File: config.mk
export PLATFORM = sky130hd
export DESIGN_NAME = pid_temperature_controller
export DESIGN_NICKNAME = d
export VERILOG_FILES = /design/src/pidtc_pkg.sv /design/src/pidtc_cfg_regs.sv /design/src/pidtc_err_stage.sv /design/src/pidtc_mult_stage.sv /design/src/pidtc_out_stage.sv /design/src/pid_temperature_controller.sv
export SDC_FILE = /design/constraint.sdc
export NUM_CORES = 2
export LEC_CHECK = 0
export BUFFER_PORTS_ARGS = -buffer_cell sky130_fd_sc_hd__clkbuf_2
export CORE_MARGIN = 5
export CORE_UTILIZATION = 60
export DETAILED_ROUTE_END_ITERATION = 10
export PLACE_DENSITY = 0.8
export SYNTH_ARGS = -nofsm -noshare
export SYNTH_HDL_FRONTEND = slang
export SYNTH_HIERARCHICAL = 1
export SYNTH_SLANG_ARGS = --single-unit
File: constraint.sdc
create_clock -name aclk -period 5.59 [get_ports aclk]
set_clock_uncertainty 0.1 [all_clocks]
set_input_delay 1.118 -clock aclk [delete_from_list [all_inputs] [get_ports aclk]]
set_output_delay 1.118 -clock aclk [all_outputs]
set_load 0.05 [all_outputs]
File: src/pidtc_pkg.sv
// ----------------------------------------------------------------------------
// PID temperature controller package
// Shared widths, register indexes, reset values and stage word types.
// ----------------------------------------------------------------------------
package pidtc_pkg;

    localparam int TEMP_W     = 16;
    localparam int ERR_W      = TEMP_W + 1;
    localparam int SUM_W      = 16;
    localparam int SUMRAW_W   = ERR_W + 1;
    localparam int DERIV_W    = ERR_W + 1;
    localparam int GAIN_W     = 12;
    localparam int LIMIT_W    = 15;
    localparam int DUTY_W     = 11;
    localparam int PROD_P_W   = GAIN_W + 1 + ERR_W;
    localparam int PROD_I_W   = GAIN_W + 1 + SUM_W;
    localparam int PROD_D_W   = GAIN_W + 1 + DERIV_W;
    localparam int TOTAL_W    = 32;
    localparam int FRAC_W     = 8;
    localparam int QUOT_W     = TOTAL_W - FRAC_W;
    localparam int CFG_IDX_W  = 3;
    localparam int CFG_DATA_W = 15;

    localparam logic [CFG_IDX_W-1:0] REG_GAIN_P    = 3'd0;
    localparam logic [CFG_IDX_W-1:0] REG_GAIN_I    = 3'd1;
    localparam logic [CFG_IDX_W-1:0] REG_GAIN_D    = 3'd2;
    localparam logic [CFG_IDX_W-1:0] REG_SUM_LIMIT = 3'd3;
    localparam logic [CFG_IDX_W-1:0] REG_DUTY_MAX  = 3'd4;

    localparam logic [GAIN_W-1:0]  GAIN_P_RST    = 12'd512;
    localparam logic [GAIN_W-1:0]  GAIN_I_RST    = 12'd38;
    localparam logic [GAIN_W-1:0]  GAIN_D_RST    = 12'd13;
    localparam logic [LIMIT_W-1:0] SUM_LIMIT_RST = 15'd8000;
    localparam logic [DUTY_W-1:0]  DUTY_MAX_RST  = 11'd1600;

    typedef struct packed {
        logic [GAIN_W-1:0]  gain_p;
        logic [GAIN_W-1:0]  gain_i;
        logic [GAIN_W-1:0]  gain_d;
        logic [LIMIT_W-1:0] sum_limit;
        logic [DUTY_W-1:0]  duty_max;
    } cfg_t;

    typedef struct packed {
        logic signed [TEMP_W-1:0] target;
        logic signed [TEMP_W-1:0] measured;
        logic                     restart;
    } sample_t;

    typedef struct packed {
        logic signed [ERR_W-1:0]   err;
        logic signed [SUM_W-1:0]   sum;
        logic signed [DERIV_W-1:0] deriv;
        logic                      sum_clamped;
    } terms_t;

    typedef struct packed {
        logic signed [PROD_P_W-1:0] prod_p;
        logic signed [PROD_I_W-1:0] prod_i;
        logic signed [PROD_D_W-1:0] prod_d;
        logic                       sum_clamped;
    } prods_t;

    typedef struct packed {
        logic [DUTY_W-1:0] duty;
        logic              sum_clamped;
        logic              duty_clamped;
    } result_t;

endpackage

File: src/pidtc_cfg_regs.sv
// ----------------------------------------------------------------------------
// PID configuration registers
// Gain, sum limit and duty maximum registers behind a valid/ready write port.
// ----------------------------------------------------------------------------
module pidtc_cfg_regs (
    input  logic                               aclk,
    input  logic                               aresetn,
    input  logic                               cfg_valid,
    output logic                               cfg_ready,
    input  logic [pidtc_pkg::CFG_IDX_W-1:0]    cfg_index,
    input  logic [pidtc_pkg::CFG_DATA_W-1:0]   cfg_data,
    output pidtc_pkg::cfg_t                    cfg
);

    pidtc_pkg::cfg_t cfg_reg;
    pidtc_pkg::cfg_t cfg_next;

    assign cfg_ready = 1'b1;
    assign cfg       = cfg_reg;

    always_comb begin
        cfg_next = cfg_reg;
        if (cfg_valid) begin
            unique case (cfg_index)
                pidtc_pkg::REG_GAIN_P:    cfg_next.gain_p    = cfg_data[pidtc_pkg::GAIN_W-1:0];
                pidtc_pkg::REG_GAIN_I:    cfg_next.gain_i    = cfg_data[pidtc_pkg::GAIN_W-1:0];
                pidtc_pkg::REG_GAIN_D:    cfg_next.gain_d    = cfg_data[pidtc_pkg::GAIN_W-1:0];
                pidtc_pkg::REG_SUM_LIMIT: cfg_next.sum_limit = cfg_data[pidtc_pkg::LIMIT_W-1:0];
                pidtc_pkg::REG_DUTY_MAX:  cfg_next.duty_max  = cfg_data[pidtc_pkg::DUTY_W-1:0];
                default: ;  // drop writes to unused indexes
            endcase
        end
    end

    always_ff @(posedge aclk) begin
        if (!aresetn) begin
            cfg_reg.gain_p    <= pidtc_pkg::GAIN_P_RST;
            cfg_reg.gain_i    <= pidtc_pkg::GAIN_I_RST;
            cfg_reg.gain_d    <= pidtc_pkg::GAIN_D_RST;
            cfg_reg.sum_limit <= pidtc_pkg::SUM_LIMIT_RST;
            cfg_reg.duty_max  <= pidtc_pkg::DUTY_MAX_RST;
        end else begin
            cfg_reg <= cfg_next;
        end
    end

endmodule

File: src/pidtc_err_stage.sv
// ----------------------------------------------------------------------------
// PID error stage
// Input register, then error, clamped sum and derivative with loop state.
// ----------------------------------------------------------------------------
module pidtc_err_stage (
    input  logic                 aclk,
    input  logic                 aresetn,
    input  pidtc_pkg::cfg_t      cfg,
    input  logic                 in_valid,
    output logic                 in_ready,
    input  pidtc_pkg::sample_t   in_data,
    output logic                 out_valid,
    input  logic                 out_ready,
    output pidtc_pkg::terms_t    out_data
);

    logic                                   sample_valid_reg;
    pidtc_pkg::sample_t                     sample_reg;
    logic                                   terms_valid_reg;
    pidtc_pkg::terms_t                      terms_reg;
    pidtc_pkg::terms_t                      terms_next;
    logic signed [pidtc_pkg::SUM_W-1:0]     error_sum_reg;
    logic signed [pidtc_pkg::ERR_W-1:0]     last_error_reg;
    logic                                   terms_ready;
    logic                                   advance;
    logic signed [pidtc_pkg::SUM_W-1:0]     base_sum;
    logic signed [pidtc_pkg::ERR_W-1:0]     base_last;
    logic signed [pidtc_pkg::SUMRAW_W-1:0]  sum_raw;
    logic signed [pidtc_pkg::SUMRAW_W-1:0]  lim_pos;
    logic signed [pidtc_pkg::SUMRAW_W-1:0]  lim_neg;

    assign terms_ready = !terms_valid_reg || out_ready;
    assign in_ready    = !sample_valid_reg || terms_ready;
    assign advance     = sample_valid_reg && terms_ready;
    assign out_valid   = terms_valid_reg;
    assign out_data    = terms_reg;

    always_comb begin
        base_sum  = sample_reg.restart ? '0 : error_sum_reg;
        base_last = sample_reg.restart ? '0 : last_error_reg;
        terms_next.err = pidtc_pkg::ERR_W'(sample_reg.target)
                       - pidtc_pkg::ERR_W'(sample_reg.measured);
        sum_raw = pidtc_pkg::SUMRAW_W'(base_sum) + pidtc_pkg::SUMRAW_W'(terms_next.err);
        lim_pos = signed'({3'b000, cfg.sum_limit});
        lim_neg = -lim_pos;
        terms_next.sum_clamped = 1'b1;
        priority if (sum_raw > lim_pos) begin
            terms_next.sum = lim_pos[pidtc_pkg::SUM_W-1:0];
        end else if (sum_raw < lim_neg) begin
            terms_next.sum = lim_neg[pidtc_pkg::SUM_W-1:0];
        end else begin
            terms_next.sum         = sum_raw[pidtc_pkg::SUM_W-1:0];
            terms_next.sum_clamped = 1'b0;
        end
        terms_next.deriv = pidtc_pkg::DERIV_W'(terms_next.err)
                         - pidtc_pkg::DERIV_W'(base_last);
    end

    always_ff @(posedge aclk) begin
        if (!aresetn) begin
            sample_valid_reg <= 1'b0;
            terms_valid_reg  <= 1'b0;
            error_sum_reg    <= '0;
            last_error_reg   <= '0;
        end else begin
            if (in_ready) begin
                sample_valid_reg <= in_valid;
            end
            if (terms_ready) begin
                terms_valid_reg <= sample_valid_reg;
            end
            if (advance) begin
                error_sum_reg  <= terms_next.sum;
                last_error_reg <= terms_next.err;
            end
        end
    end

    always_ff @(posedge aclk) begin
        if (in_valid && in_ready) begin
            sample_reg <= in_data;
        end
        if (advance) begin
            terms_reg <= terms_next;
        end
    end

endmodule

File: src/pidtc_mult_stage.sv
// ----------------------------------------------------------------------------
// PID product stage
// Three signed gain multiplies into one product register.
// ----------------------------------------------------------------------------
module pidtc_mult_stage (
    input  logic                 aclk,
    input  logic                 aresetn,
    input  pidtc_pkg::cfg_t      cfg,
    input  logic                 in_valid,
    output logic                 in_ready,
    input  pidtc_pkg::terms_t    in_data,
    output logic                 out_valid,
    input  logic                 out_ready,
    output pidtc_pkg::prods_t    out_data
);

    logic                valid_reg;
    pidtc_pkg::prods_t   prods_reg;
    pidtc_pkg::prods_t   prods_next;

    assign in_ready  = !valid_reg || out_ready;
    assign out_valid = valid_reg;
    assign out_data  = prods_reg;

    always_comb begin
        prods_next.prod_p = pidtc_pkg::PROD_P_W'(signed'({1'b0, cfg.gain_p}))
                          * pidtc_pkg::PROD_P_W'(in_data.err);
        prods_next.prod_i = pidtc_pkg::PROD_I_W'(signed'({1'b0, cfg.gain_i}))
                          * pidtc_pkg::PROD_I_W'(in_data.sum);
        prods_next.prod_d = pidtc_pkg::PROD_D_W'(signed'({1'b0, cfg.gain_d}))
                          * pidtc_pkg::PROD_D_W'(in_data.deriv);
        prods_next.sum_clamped = in_data.sum_clamped;
    end

    always_ff @(posedge aclk) begin
        if (!aresetn) begin
            valid_reg <= 1'b0;
        end else if (in_ready) begin
            valid_reg <= in_valid;
        end
    end

    always_ff @(posedge aclk) begin
        if (in_valid && in_ready) begin
            prods_reg <= prods_next;
        end
    end

endmodule

File: src/pidtc_out_stage.sv
// ----------------------------------------------------------------------------
// PID output stage
// Add the weighted terms, floor by the gain fraction and clamp the duty.
// ----------------------------------------------------------------------------
module pidtc_out_stage (
    input  logic                 aclk,
    input  logic                 aresetn,
    input  pidtc_pkg::cfg_t      cfg,
    input  logic                 in_valid,
    output logic                 in_ready,
    input  pidtc_pkg::prods_t    in_data,
    output logic                 out_valid,
    input  logic                 out_ready,
    output pidtc_pkg::result_t   out_data
);

    logic                                 valid_reg;
    pidtc_pkg::result_t                   result_reg;
    pidtc_pkg::result_t                   result_next;
    logic signed [pidtc_pkg::TOTAL_W-1:0] total;
    logic [pidtc_pkg::QUOT_W-1:0]         quot;

    assign in_ready  = !valid_reg || out_ready;
    assign out_valid = valid_reg;
    assign out_data  = result_reg;

    always_comb begin
        total = pidtc_pkg::TOTAL_W'(in_data.prod_p)
              + pidtc_pkg::TOTAL_W'(in_data.prod_i)
              + pidtc_pkg::TOTAL_W'(in_data.prod_d);
        quot  = total[pidtc_pkg::TOTAL_W-1:pidtc_pkg::FRAC_W];
        result_next.sum_clamped = in_data.sum_clamped;
        priority if (total < 0) begin
            result_next.duty         = '0;
            result_next.duty_clamped = 1'b1;
        end else if (quot > pidtc_pkg::QUOT_W'(cfg.duty_max)) begin
            result_next.duty         = cfg.duty_max;
            result_next.duty_clamped = 1'b1;
        end else begin
            result_next.duty         = quot[pidtc_pkg::DUTY_W-1:0];
            result_next.duty_clamped = 1'b0;
        end
    end

    always_ff @(posedge aclk) begin
        if (!aresetn) begin
            valid_reg <= 1'b0;
        end else if (in_ready) begin
            valid_reg <= in_valid;
        end
    end

    always_ff @(posedge aclk) begin
        if (in_valid && in_ready) begin
            result_reg <= result_next;
        end
    end

endmodule

File: src/pid_temperature_controller.sv
// ----------------------------------------------------------------------------
// PID temperature controller
// Path: a word accepted into the sample register moves through the terms, product
//   and result registers to m_tvalid. Throughput: one word per cycle unless m_tready
//   stalls; the error sum and previous error update per word, which allows this rate.
// Reset: aresetn low clears all stage valids, the error sum and the previous
//   error, and loads the gains, sum limit and duty maximum with defaults.
// ----------------------------------------------------------------------------
module pid_temperature_controller (
    input  logic                              aclk,
    input  logic                              aresetn,
    // input stream
    input  logic                              s_tvalid,
    output logic                              s_tready,
    input  logic [31:0]                       s_tdata,   // [15:0] target_temp, [31:16] measured_temp
    input  logic                              s_tuser,   // [0] restart
    // result stream
    output logic                              m_tvalid,
    input  logic                              m_tready,
    output logic [15:0]                       m_tdata,   // [10:0] drive_duty, [15:11] zero
    output logic [1:0]                        m_tuser,   // [0] sum_clamped, [1] duty_clamped
    // configuration writes
    input  logic                              cfg_valid,
    output logic                              cfg_ready,
    input  logic [pidtc_pkg::CFG_IDX_W-1:0]   cfg_index,
    input  logic [pidtc_pkg::CFG_DATA_W-1:0]  cfg_data
);

    pidtc_pkg::cfg_t     cfg;
    pidtc_pkg::sample_t  sample;
    pidtc_pkg::terms_t   terms;
    pidtc_pkg::prods_t   prods;
    pidtc_pkg::result_t  result;
    logic                terms_valid;
    logic                terms_ready;
    logic                prods_valid;
    logic                prods_ready;

    // Unpack the input word into its fields.
    assign sample.target   = s_tdata[15:0];
    assign sample.measured = s_tdata[31:16];
    assign sample.restart  = s_tuser;

    pidtc_cfg_regs u_cfg (
        .aclk      (aclk),
        .aresetn   (aresetn),
        .cfg_valid (cfg_valid),
        .cfg_ready (cfg_ready),
        .cfg_index (cfg_index),
        .cfg_data  (cfg_data),
        .cfg       (cfg)
    );

    // Register the sample, then form error, clamped sum and derivative.
    // The loop state advances as each word leaves the input register.
    pidtc_err_stage u_err (
        .aclk      (aclk),
        .aresetn   (aresetn),
        .cfg       (cfg),
        .in_valid  (s_tvalid),
        .in_ready  (s_tready),
        .in_data   (sample),
        .out_valid (terms_valid),
        .out_ready (terms_ready),
        .out_data  (terms)
    );

    // Weight each term by its gain.
    pidtc_mult_stage u_mult (
        .aclk      (aclk),
        .aresetn   (aresetn),
        .cfg       (cfg),
        .in_valid  (terms_valid),
        .in_ready  (terms_ready),
        .in_data   (terms),
        .out_valid (prods_valid),
        .out_ready (prods_ready),
        .out_data  (prods)
    );

    // Add, floor and clamp into the output register; each stage holds its
    // word only while the next one is full and stalled.
    pidtc_out_stage u_out (
        .aclk      (aclk),
        .aresetn   (aresetn),
        .cfg       (cfg),
        .in_valid  (prods_valid),
        .in_ready  (prods_ready),
        .in_data   (prods),
        .out_valid (m_tvalid),
        .out_ready (m_tready),
        .out_data  (result)
    );

    assign m_tdata = {{(16 - pidtc_pkg::DUTY_W){1'b0}}, result.duty};
    assign m_tuser = {result.duty_clamped, result.sum_clamped};

    // ------------------------------------------------------------------------
    // Checks
    // ------------------------------------------------------------------------
    logic signed [pidtc_pkg::SUM_W:0] lim_chk;
    assign lim_chk = signed'({2'b00, cfg.sum_limit});

    // The stored sum always sits inside the configured limit.
    assert property (@(posedge aclk) disable iff (!aresetn)
        terms_valid |-> (pidtc_pkg::SUM_W'(terms.sum) == terms.sum) &&
                        ((pidtc_pkg::SUM_W+1)'(terms.sum) <= lim_chk) &&
                        ((pidtc_pkg::SUM_W+1)'(terms.sum) >= -lim_chk))
        else $error("error sum outside limit");

    // Duty never exceeds the configured maximum.
    assert property (@(posedge aclk) disable iff (!aresetn)
        m_tvalid |-> (result.duty <= cfg.duty_max))
        else $error("duty above maximum");

    // A clamped duty sits at one of the two rails.
    assert property (@(posedge aclk) disable iff (!aresetn)
        (m_tvalid && result.duty_clamped) |->
            ((result.duty == '0) || (result.duty == cfg.duty_max)))
        else $error("clamped duty off rail");

    // Input backpressure only comes from a full, stalled output register.
    assert property (@(posedge aclk) disable iff (!aresetn)
        !s_tready |-> (m_tvalid && !m_tready))
        else $error("input stalled while output free");

endmodule

# ---- Yosys cells after proc, flatten, opt, wreduce, memory -nomap -nowiden
# Cells that the tools add are included.
dict set report op_classes {
  n_reduce_logical 18
  n_lt_le_gt_ge 4
  mux 7
  multipliers 3
  addsub 6
  eq_ne 4
}
# operator n
set op_table {}
lappend op_table {{$mux 16} 3}
lappend op_table {{$add 31x31->32} 1}
lappend op_table {{$lt 32x1->1 const B} 1}
lappend op_table {{$add 30x29->31} 1}
lappend op_table {{$mul 13x18->31} 1}
lappend op_table {{$mul 13x17->30} 1}
lappend op_table {{$mul 13x16->29} 1}
lappend op_table {{$gt 24x11->1} 1}
lappend op_table {{$add 16x17->18} 1}
lappend op_table {{$gt 18x16->1} 1}
lappend op_table {{$lt 18x18->1} 1}
lappend op_table {{$neg 15->18} 1}
lappend op_table {{$sub 17x17->18} 1}
lappend op_table {{$mux 17} 1}
lappend op_table {{$sub 16x16->17} 1}
lappend op_table {{$mux 11} 1}
lappend op_table {{$reduce_and 2->1} 5}
lappend op_table {{$eq 3x2->1 const B} 2}
lappend op_table {{$logic_and 1x1->1} 4}
lappend op_table {{$logic_not 1->1} 4}
lappend op_table {{$logic_or 1x1->1} 4}
lappend op_table {{$eq 3x1->1 const B} 1}
lappend op_table {{$eq 3x3->1 const B} 1}
lappend op_table {{$logic_not 3->1} 1}
lappend op_table {{$mux 1} 2}
dict set report totals {
  out_inout_bits 21
  in_bits 56
  ff_bits 288
}

# ---- Longest topological paths before layout
dict set report depth {
  word_depth 6
  ltp_mapped 31
  mapped_depth_nobuf 30
}

# ---- Modules after synthesis
# The synthesis kept the hierarchy.
# module cells_each n_inst seq_area_each_um2 area_per_inst_um2
set by_module_without_submodules {}
lappend by_module_without_submodules {pidtc_mult_stage 2801 1 2752.6 25774.7}
lappend by_module_without_submodules {pidtc_err_stage 890 1 3253.1 8315.5}
lappend by_module_without_submodules {pidtc_out_stage 394 1 410.4 3345.7}
lappend by_module_without_submodules {pidtc_cfg_regs 237 1 1241.2 2412.3}
lappend by_module_without_submodules {pid_temperature_controller 6 1 0.0 41.3}

# ---- Least setup slack after synthesis
# Ideal clock, no wire load.
dict set report synth_path {
  path_type {register to register}
  startpoint {register u_err/sample_reg[17] in the netlist's numbering}
  endpoint {register u_err/error_sum_reg[11] in the netlist's numbering}
  synth_period_minus_slack_ns 6.047
  t_arrival_ns 5.860
  path_stages_with_launch 31
  path_slack_ns -0.457
  n_path_buf 1
  cell_sequence {edfxtp_1 > inv_1 > ha_1 > inv_1 > fa_1 > a21oi_1 > nor2b_1 > a311o_1 > xor2_1 > ha_1 > o21ai_0 > nor2_1 > o311a_1 > a2111oi_2 > a211o_1 > nand2_1 > o21ai_0 > xnor2_1 > ha_1 > nand2_1 > nor2_1 > a2111oi_0 > nor2_1 > nor2_1 > nand2_1 > o221a_2 > buf_2 > nor2_1 > o21ai_0 > and3_4 > o31ai_1}
}
# element line_no
set synth_lines {}
lappend synth_lines {{from (decl)} pidtc_err_stage.sv:18} ;# pidtc_pkg::sample_t sample_reg;
lappend synth_lines {{from (signal assigned)} pidtc_err_stage.sv:81} ;# sample_reg <= in_data;
lappend synth_lines {{to (signal assigned)} pidtc_err_stage.sv:73} ;# error_sum_reg <= terms_next.sum;
lappend synth_lines {{to (decl)} pidtc_err_stage.sv:22} ;# logic signed [pidtc_pkg::SUM_W-1:0] error_sum_reg;

==> results.yml <==
global_routing:
  first_global_vias: 33300
  grt-ovfl-total: 0
  grt_pass1_wl_mm: 171
  grt_usage: 0.296
  grt_start_max_net_pins: 77
  grt_antenna_before_repair: 5
cells_and_area:
  multi_input_area_um2: 29900
  fin_nets: 5749
  drive_gt1_frac: 0.211
  n_fill_cell: 4327
  final_cells: 5665
  area_growth_pct: 19.6
  regArea_um2: 7680
  largest_register_ffs: 91
  post-route-cell-area_um2: 47700
synth:
  syn_inst: 4328
  synth_simple_gate_area_frac: 0.159
  ys_ff_latch: 288
  ys_types: 105
  synth_top_area_share: 0.300
  synthTopCellsByArea: "fa_1, edfxtp_1, ha_1"
  synthXorXnorAreaFrac: 0.0335
  synth_compound_area_frac: 0.0901
  ys_warn_count: 6
  synth_common_cells: "inv_1, fa_1, nand2_1"
  synth_area_um2: 39900
  yosysSeqAreaShare: 0.192
  syn_area_per_cell_um2: 9.22
  synth_adder_area_share: 0.402
  yosys.area.top_type: "fa_1"
  async_reset_ff_frac: 0
  synthFlopType: "edfxtp_1"
  synth_top_family_by_area: "adder cells"
  synth_most_common_cell: "inv_1"
  synth_edf_count: 189
  synthMuxAreaShare: 0.0207
clock_tree:
  numClockSinks: 288
  cts_buffers: 34
  cts-root-buf: "clkbuf_16"
  cts_tree: "built"
  htree_levels: 2
  clk_pin_slew_worst_paths_ns: 0.06
  clk_latency_ns: 0.57
  cts_buffer_depth: 3
floorplan:
  core_area_um2: 65900
  die_h_um: 268
  die_x_um: 268
  num_rows: 94
  initial_utilization: 0.606
  io_pins: 77
  die_area_um2: 71700
critical_path:
  endpoint_kind: "flop"
  cpPeakStageDelay_ns: 0.56
  path_class: "reg -> reg"
  cp.required_ns: 5.89
  reg2regPathDepth: 28
  start_kind: "flop"
  cp_max_fo: 7
  slowest_stage: "or4_4"
  critPathArrivalTime_ns: 6.33
sta:
  fin_crit_sh: 1.08
  maxSlewHeadroom: 0.132
  worst_hold_slack_ns: 0.320
  setup_slack_ns: -0.442
  rsz0062_at_grt: "true"
  tightestPinTransition_ns: 1.28
  slew_violations: 0
  setup_viol: 50
  period_minus_slack_ns: 6.03
  hold_viol_final: 0
  fmaxAchievable_ghz: 0.166
power:
  powerDensity_nw_per_um2: 519
  p_total_w: 0.0248
  ir_drop_v: 0.000411
  p_leak_nw: 23.0
outcome:
  violations: "setup timing"
  status: "finished, violations left"
placement:
  dpl.hpwl_mm: 83.9
  place_area_um2: 43800
  portBuffers: 70
  pre_cts_ws_ns: -0.363
  gp_congestion: 0.986
  dp_cells: 5482
routing:
  viasPerCell: 5.76
  route.detailed.drc: 0
  routedWlPerCell_um: 19.8
  dr.pass1.iters: 5
  final_antenna_net_count: 0
  drt_iter0_drc: 2988
  wl_mm: 112
  num_vias: 32600
job:
  maxCapViolations: 0
hold_path:
  whs_path_depth: 0
  hold_path_class: "reg -> reg"
## worst max-delay path, delay by kind of cell, from the launching register on
| family | cells | cell delay (ns) |
|---|---|---|
| XOR/XNOR | 2 | 0.23 |
| buffers and inverters | 3 | 0.46 |
| adder cells (fa/ha/maj) | 3 | 0.83 |
| AND/OR/NAND/NOR | 8 | 1.53 |
| AO/OA/AOI/OAI | 12 | 2.26 |
| flip-flops | 1 | 0.41 |
## kinds of logic (layout without fill, tap and decap cells)
group	Yosys count	in the layout
and+or+nand+nor	1272	1273
xor gates and xnor gates	151	151
other	2	11
adders and majority gates	924	924
DFF	288	288
AOI/OAI and AO/OA	538	539
muxes	82	82
buffers and inverters	1071	1533
## power by group
| group | internal (W) | switching, W | leakage (nW) |
|---|---|---|---|
| registers | 0.00307 | 0.000278 | 2.58 |
| logic | 0.00835 | 0.0108 | 19.9 |
| clock network | 0.00134 | 0.000973 | 0.572 |
## stage by stage
step | TNS [ns] | util
floorplan | -0.330 | -
global placement | -6.23 | 0.665
detailed placement | -10.20 | 0.665
CTS | -7.08 | 0.701
global route | -24.23 | 0.724
finish | -13.75 | 0.725
## final cells by class
| type | count | area share |
|---|---|---|
| antenna | 5 | 0.000262 |
| clock buffer | 44 | 0.0203 |
| clock inverter | 18 | 0.00401 |
| inverter | 903 | 0.0711 |
| multi-input combinational | 2975 | 0.627 |
| sequential | 288 | 0.161 |
| tap | 864 | 0.0227 |
| timing repair buffer | 568 | 0.0941 |
## repair_timing
action	4_1_cts	5_1_grt
hold buffers	0	0
resized for setup	180	277
pin swaps	163	186
gates cloned	3	1
setup buffers	60	61
endpoints found under the setup margin	61	82
## per-layer routing
layer / GRT usage / vias up / share of wire
met5: 0 / - / 0.000098
met4: 0.134 / 2 / 0.057
met3: 0.0533 / 410 / 0.085
met2: 0.498 / 1632 / 0.48
met1: 0.377 / 16100 / 0.38
li1: - / 14500 / -
## cells in the final DEF (no fill, tap or decap), types with 36 or more instances in the layout
master / Yosys / final
nand2_1: 544 / 519
buf_4: 8 / 426
nand3_1: 53 / 44
xnor2_1: 107 / 95
nor2b_1: 65 / 62
inv_1: 902 / 866
clkbuf_16: 0 / 36
a21oi_1: 158 / 114
nor2_1: 124 / 110
and2_1: 311 / 281
mux2i_1: 79 / 78
ha_1: 326 / 283
ha_4: 0 / 39
edfxtp_1: 189 / 189
xor2_1: 43 / 38
a21o_1: 47 / 47
buf_6: 4 / 59
a21oi_2: 5 / 45
fa_1: 597 / 580
clkbuf_2: 0 / 69
o21ai_0: 104 / 70
dfxtp_1: 99 / 81
## worst paths after layout
path	to	start	slack [ns]
setup / recovery	u_err/out_data[31]	u_err/sample_reg[18]	-0.44
setup reg to reg	u_err/out_data[31]	u_err/sample_reg[18]	-0.44
hold / removal	u_out/out_data[1]	u_mult/out_data[0]	0.32
hold reg to reg	u_out/out_data[1]	u_mult/out_data[0]	0.32
(Power assumes the default switching activity.)
